File: config.mk
export PLATFORM = sky130hd
export DESIGN_NAME = dwpp_walk
export DESIGN_NICKNAME = d
export VERILOG_FILES = /design/src/design/dwpp_pkg.sv /design/src/design/dwpp_walk.sv
export SDC_FILE = /design/constraint.sdc
export NUM_CORES = 1
export LEC_CHECK = 0
export ABC_AREA = 1
export BUFFER_PORTS_ARGS = -buffer_cell sky130_fd_sc_hd__buf_2
export CORE_ASPECT_RATIO = 0.8
export CORE_MARGIN = 5
export CORE_UTILIZATION = 51
export CTS_CLUSTER_SIZE = 40
export DETAILED_ROUTE_END_ITERATION = 8
export PLACE_DENSITY = 0.77
export REMOVE_ABC_BUFFERS = 1
export SETUP_SLACK_MARGIN = 0.15
export SYNTH_ARGS = -nofsm -noshare
export SYNTH_HDL_FRONTEND = slang
export SYNTH_SLANG_ARGS = --single-unit
File: constraint.sdc
create_clock -name clk -period 2.3 [get_ports clk]
set_clock_uncertainty 0.2 [all_clocks]
set_input_delay 0.46 -clock clk [delete_from_list [all_inputs] [get_ports clk]]
set_output_delay 0.46 -clock clk [all_outputs]
set_load 0.05 [all_outputs]
File: src/design/dwpp_pkg.sv
package dwpp_pkg;

  // Width of the sum field on the result channel
  localparam int unsigned SUM_OUT_W = 18;

  // Walk sequencer states
  typedef enum logic [1:0] {
    WS_IDLE,
    WS_START,
    WS_DIV,
    WS_DONE
  } walk_state_t;

  // Status from the serial divider back to the walk sequencer
  typedef struct packed {
    logic done;
    logic rem_zero;
  } div_stat_t;

  // Finished result handed from the walk sequencer to the output register
  typedef struct packed {
    logic                 prime_flag;
    logic                 perfect_flag;
    logic [SUM_OUT_W-1:0] sum;
  } walk_res_t;

endpackage

File: src/design/dwpp_walk.sv
module dwpp_walk import dwpp_pkg::*; #(
  parameter int unsigned VALUE_BITS = 16
) (
  input  logic                  clk,
  input  logic                  rst_n,
  input  logic                  in_valid,
  input  logic [VALUE_BITS-1:0] in_number,
  output logic                  in_stall,
  output logic                  div_go,
  output logic [VALUE_BITS-1:0] div_dividend,
  output logic [VALUE_BITS-1:0] div_divisor,
  input  div_stat_t             div_stat,
  output logic                  res_valid,
  output walk_res_t             res,
  input  logic                  res_take
);

  // Proper divisor sum stays below 8n for any width up to 32 bits
  localparam int unsigned ACC_W = (VALUE_BITS + 3 > SUM_OUT_W) ? VALUE_BITS + 3 : SUM_OUT_W;

  walk_state_t state_r, state_nxt;

  logic [VALUE_BITS-1:0] n_r, n_nxt;
  logic [VALUE_BITS-1:0] d_r, d_nxt;
  logic [ACC_W-1:0]      acc_r, acc_nxt;
  logic                  found_r, found_nxt;
  logic                  neg_r, neg_nxt;

  logic                  accept;
  logic                  in_neg;
  logic                  in_long;
  logic                  last_trial;

  assign accept     = in_valid && (state_r == WS_IDLE);
  assign in_neg     = in_number[VALUE_BITS-1];
  assign in_long    = !in_neg && (in_number[VALUE_BITS-1:1] != '0);
  assign last_trial = ((d_r + 1'b1) == n_r);

  // Next state
  always_comb begin
    state_nxt = state_r;
    case (state_r)
      WS_IDLE: begin
        if (in_valid) state_nxt = in_long ? WS_START : WS_DONE;
      end
      WS_START: state_nxt = WS_DIV;
      WS_DIV: begin
        if (div_stat.done) state_nxt = last_trial ? WS_DONE : WS_START;
      end
      WS_DONE: begin
        if (res_take) state_nxt = WS_IDLE;
      end
      default: state_nxt = WS_IDLE;
    endcase
  end

  // Outputs
  always_comb begin
    in_stall  = 1'b1;
    div_go    = 1'b0;
    res_valid = 1'b0;
    case (state_r)
      WS_IDLE:  in_stall  = 1'b0;
      WS_START: div_go    = 1'b1;
      WS_DIV:   ;
      WS_DONE:  res_valid = 1'b1;
      default:  ;
    endcase
  end

  // Datapath: capture the number, advance the trial divisor, accumulate
  always_comb begin
    n_nxt     = n_r;
    d_nxt     = d_r;
    acc_nxt   = acc_r;
    found_nxt = found_r;
    neg_nxt   = neg_r;
    if (accept) begin
      neg_nxt   = in_neg;
      n_nxt     = in_neg ? '0 : in_number;
      d_nxt     = VALUE_BITS'(1);
      acc_nxt   = '0;
      found_nxt = 1'b0;
    end else if ((state_r == WS_DIV) && div_stat.done) begin
      if (div_stat.rem_zero) begin
        acc_nxt = acc_r + {{(ACC_W-VALUE_BITS){1'b0}}, d_r};
        if (d_r[VALUE_BITS-1:1] != '0) found_nxt = 1'b1;
      end
      if (!last_trial) d_nxt = d_r + 1'b1;
    end
  end

  always_ff @(posedge clk) begin
    if (!rst_n) begin
      state_r <= WS_IDLE;
    end else begin
      state_r <= state_nxt;
    end
  end

  always_ff @(posedge clk) begin
    n_r     <= n_nxt;
    d_r     <= d_nxt;
    acc_r   <= acc_nxt;
    found_r <= found_nxt;
    neg_r   <= neg_nxt;
  end

  assign div_dividend = n_r;
  assign div_divisor  = d_r;

  assign res.prime_flag   = !found_r;
  assign res.perfect_flag = !neg_r && (acc_r == {{(ACC_W-VALUE_BITS){1'b0}}, n_r});
  assign res.sum          = acc_r[SUM_OUT_W-1:0];

endmodule

==> out/qor.csv <==
stage,metric,value,unit
pwr,p_sw_frac,0.506,
finish,mostFrequentLayoutCell,nand2_1,
logic_synthesis,synth-seq-cells,54,
sta,finalSetupViolations,17,
finish,final_core_util,0.744,
pwr,intPower,2.69,mW
pwr,seq_power_share,0.280,
logic_synthesis,syn_avg_cell_area,6.57,um2
setup_path,crit_required,1640,ps
die,core,0.00784,mm2
clock_network,hold_buffers,0,
sta,hold_viol,0,
pwr,p_sw,2.76,mW
logic_synthesis,syn_inst,616,
global_routing,grt_usage,0.292,
setup_path,startpoint_type,flop,
setup_path,cp_cell_sequence,buf_6 > o22ai_2 > nor4_2 > nand3_1 > nor4b_4 > buf_6,
setup_path,worstReg2RegStart,div_divisor[0],
die,row_count,29,
place,place_area,0.00482,mm2
pwr,cellLeakagePower,2.88,nW
outcome,status,"finished, violations left",
global_routing,grt_max_degree,27,
sta,layout_setup_ws,-238,ps
clock_network,cts_buffers,5,
setup_path,rrSetupSlack,-140,ps
sta,worst_pin_slew,602,ps
sta,layout_min_cycle_time,2540,ps
setup_path,worstSetupPathType,reg2out,
sta,max-slew-margin-rel,0.598,
hold_path,min_from,rst_n,
routing,wl_per_cell,18.1,um
setup_path,r2r-end,div_divisor[7],
routing,routed_wl,15500,um
run,drv_cap,0,
logic_synthesis,syn_area,0.00405,mm2
global_routing,grt_pass1_vias,4518,
die,ioPinCount,77,
routing,vias_per_cell,5.68,
die,initial_core_util,0.517,
die,dieWidth,110,um
global_routing,antenna_found_initial,0,
clock_network,clkSinkCount,54,
logic_synthesis,ys_async_sr_fraction,0,
sta,period_share,1.10,
hold_path,min_to,state_r[1],
sta,fmax,0.394,GHz
sta,slew_viol_final,0,
setup_path,rr_worst_depth,15,
setup_path,crit_path_top_delay_cell,edfxtp_1,
hold_path,hold_path.class,in2reg,
logic_synthesis,yosysSeqAreaShare,0.306,
clock_network,cts_tree,built,
setup_path,critPathArrivalTime,1880,ps
logic_synthesis,synth_ff_type,dfxtp_1,
clock_network,clk_path_buf_depth,2,
global_routing,overflow,0,
die,die_height,89.7,um
sta,fin_setup_tns,-1680,ps
clock_network,cts.htree.levels,2,
setup_path,critical_path.top_delay_family,simple AND/OR/NAND/NOR gates,
finish,n_antenna_cell,0,
pwr,ir_drop,0.535,mV
routing,drc,0,
pwr,powerDensity,935,mW/mm2
die,die-area,0.00983,mm2
logic_synthesis,ys_warn_count,0,
sta,rsz0062_at_grt,yes,
finish,final_cell_mix,"nand2_1 (115), inv_1 (81), buf_2 (74), buf_4 (69), nor2_1 (64)",
logic_synthesis,synthTopCellsByArea,"dfxtp_1 (19%), nand2_1 (13%), edfxtp_1 (12%), inv_1 (8.0%), nor2_1 (7.1%)",
logic_synthesis,ys_types,40,
hold_path,worst_hold_path.num_cells,3,
clock_network,root_buffer,clkbuf_8,
clock_network,worstSkewPairLatency,320,ps
setup_path,cp-end-kind,output pin,
finish,nNetsFinal,788,
routing,antenna_left,0,
routing,num_vias,4868,
logic_synthesis,synth.top_cell.area_share,0.188,
finish,area_growth,44.1,%
setup_path,cpPeakStageDelay,410,ps
setup_path,crit_top_cell,buf_6,
routing,drt-initial-drc-count,558,
setup_path,cp_num_buf_inv,2,
routing,drt-pass1-iter-count,6,
place,dp_cells,829,
place,dp_hpwl,10800,um
place,gp_congestion,1.02,
finish,drive_gt1_frac,0.414,
clock_network,cts.clk_slew.worst_paths,110,ps
global_routing,grt_pass1_wl,22700,um
place,numPortBuffers,75,
pwr,power_frac_clock,0.125,
outcome,violations,setup timing,
logic_synthesis,synth_top_area_cell,dfxtp_1,
pwr,power_frac_comb,0.595,
finish,final_area,0.00583,mm2
setup_path,path_max_fanout,3,
finish,fin_cells,857,
logic_synthesis,synth-edff-count,16,
-- cell usage after synthesis (8+ instances only) --
cell      count
inv_1        86
nand2_1     144
o21ai_0      28
nor2_1       77
edfxtp_1     16
nand4_1      11
a21oi_1      43
clkbuf_1      8
buf_4        20
ha_1         17
xor2_1       11
dfxtp_1      38
nand3_1      55
-- cell families (layout without fill, tap and decap cells) --
group / after synthesis / count (layout) / synth area share
simple gates: 312 / 312 / 0.331
buf+inv: 120 / 253 / 0.133
compound gates: 93 / 93 / 0.129
flops: 54 / 54 / 0.306
fa+ha+maj: 18 / 18 / 0.0575
xor+xnor: 18 / 18 / 0.0426
other cells: 1 / 1 / 0.000926
-- tightest hold or removal path: stages --
cell and delay (ps):
buf_2 100, nand2_1 60, a21oi_1 40
-- flip-flops by register name, indices dropped and copies added (netlist names) --
register and count:
neg_r 1, acc_r 19, div_dividend 15, found_r 1
div_divisor 16, state_r 2
-- timing repair --
item,in CTS,in global routing
pin swaps,39,59
resized for setup,101,96
setup buffers,7,12
endpoints found under the setup margin,30,30
gates cloned,1,0
-- power by group through the flow --
stage | Sequential (mW) | Combinational (mW) | Clock (mW)
6_report | 1.53 | 3.24 | 0.682
5_1_grt | 1.54 | 3.46 | 0.722
4_1_cts | 1.47 | 2.83 | 0.676
3_5_place_dp | 1.44 | 2.62 | 0
3_3_place_gp | 1.44 | 2.58 | 0
2_1_floorplan | 2.00 | 1.15 | 0
-- per-layer routing --
layer,GRT usage,part of all wire
met1,0.421,0.41
met2,0.448,0.44
met3,0.0530,0.11
met4,0.0727,0.033
met5,0,0
-- layout make-up --
cell class,count,area [um2]
Tap cell,108,135
Clock buffer,6,72.6
Inverter,88,333
Clock inverter,2,37.5
Timing Repair Buffer,157,1050
Sequential cell,54,1280
Fill cell,600,2000
Multi-Input combinational cell,442,2930
-- stage by stage --
step / hold WS, ps / total power, mW / worst slack (ps)
2_1_floorplan: 275 / 3.15 / -1270
3_3_place_gp: 247 / 4.01 / -134
3_5_place_dp: 250 / 4.07 / -157
4_1_cts: 174 / 4.98 / -268
5_1_grt: 175 / 5.72 / -307
6_report: 173 / 5.45 / -238
-- how the worst max path moves through the flow --
| stage | start | to | slack, ps | cells after the start |
|---|---|---|---|---|
| after floorplan | div_dividend[9] | res[18] | -1270 | 6 |
| after global placement | div_dividend[3] | res[18] | -130 | 6 |
| after detailed placement | div_divisor[0] | acc_r[12] | -160 | 10 |
| after CTS | div_dividend[5] | res[18] | -270 | 6 |
| after global routing | acc_r[5] | res[18] | -310 | 6 |
| final | div_dividend[5] | res[18] | -240 | 6 |
Power figures use the tool's default switching activity.
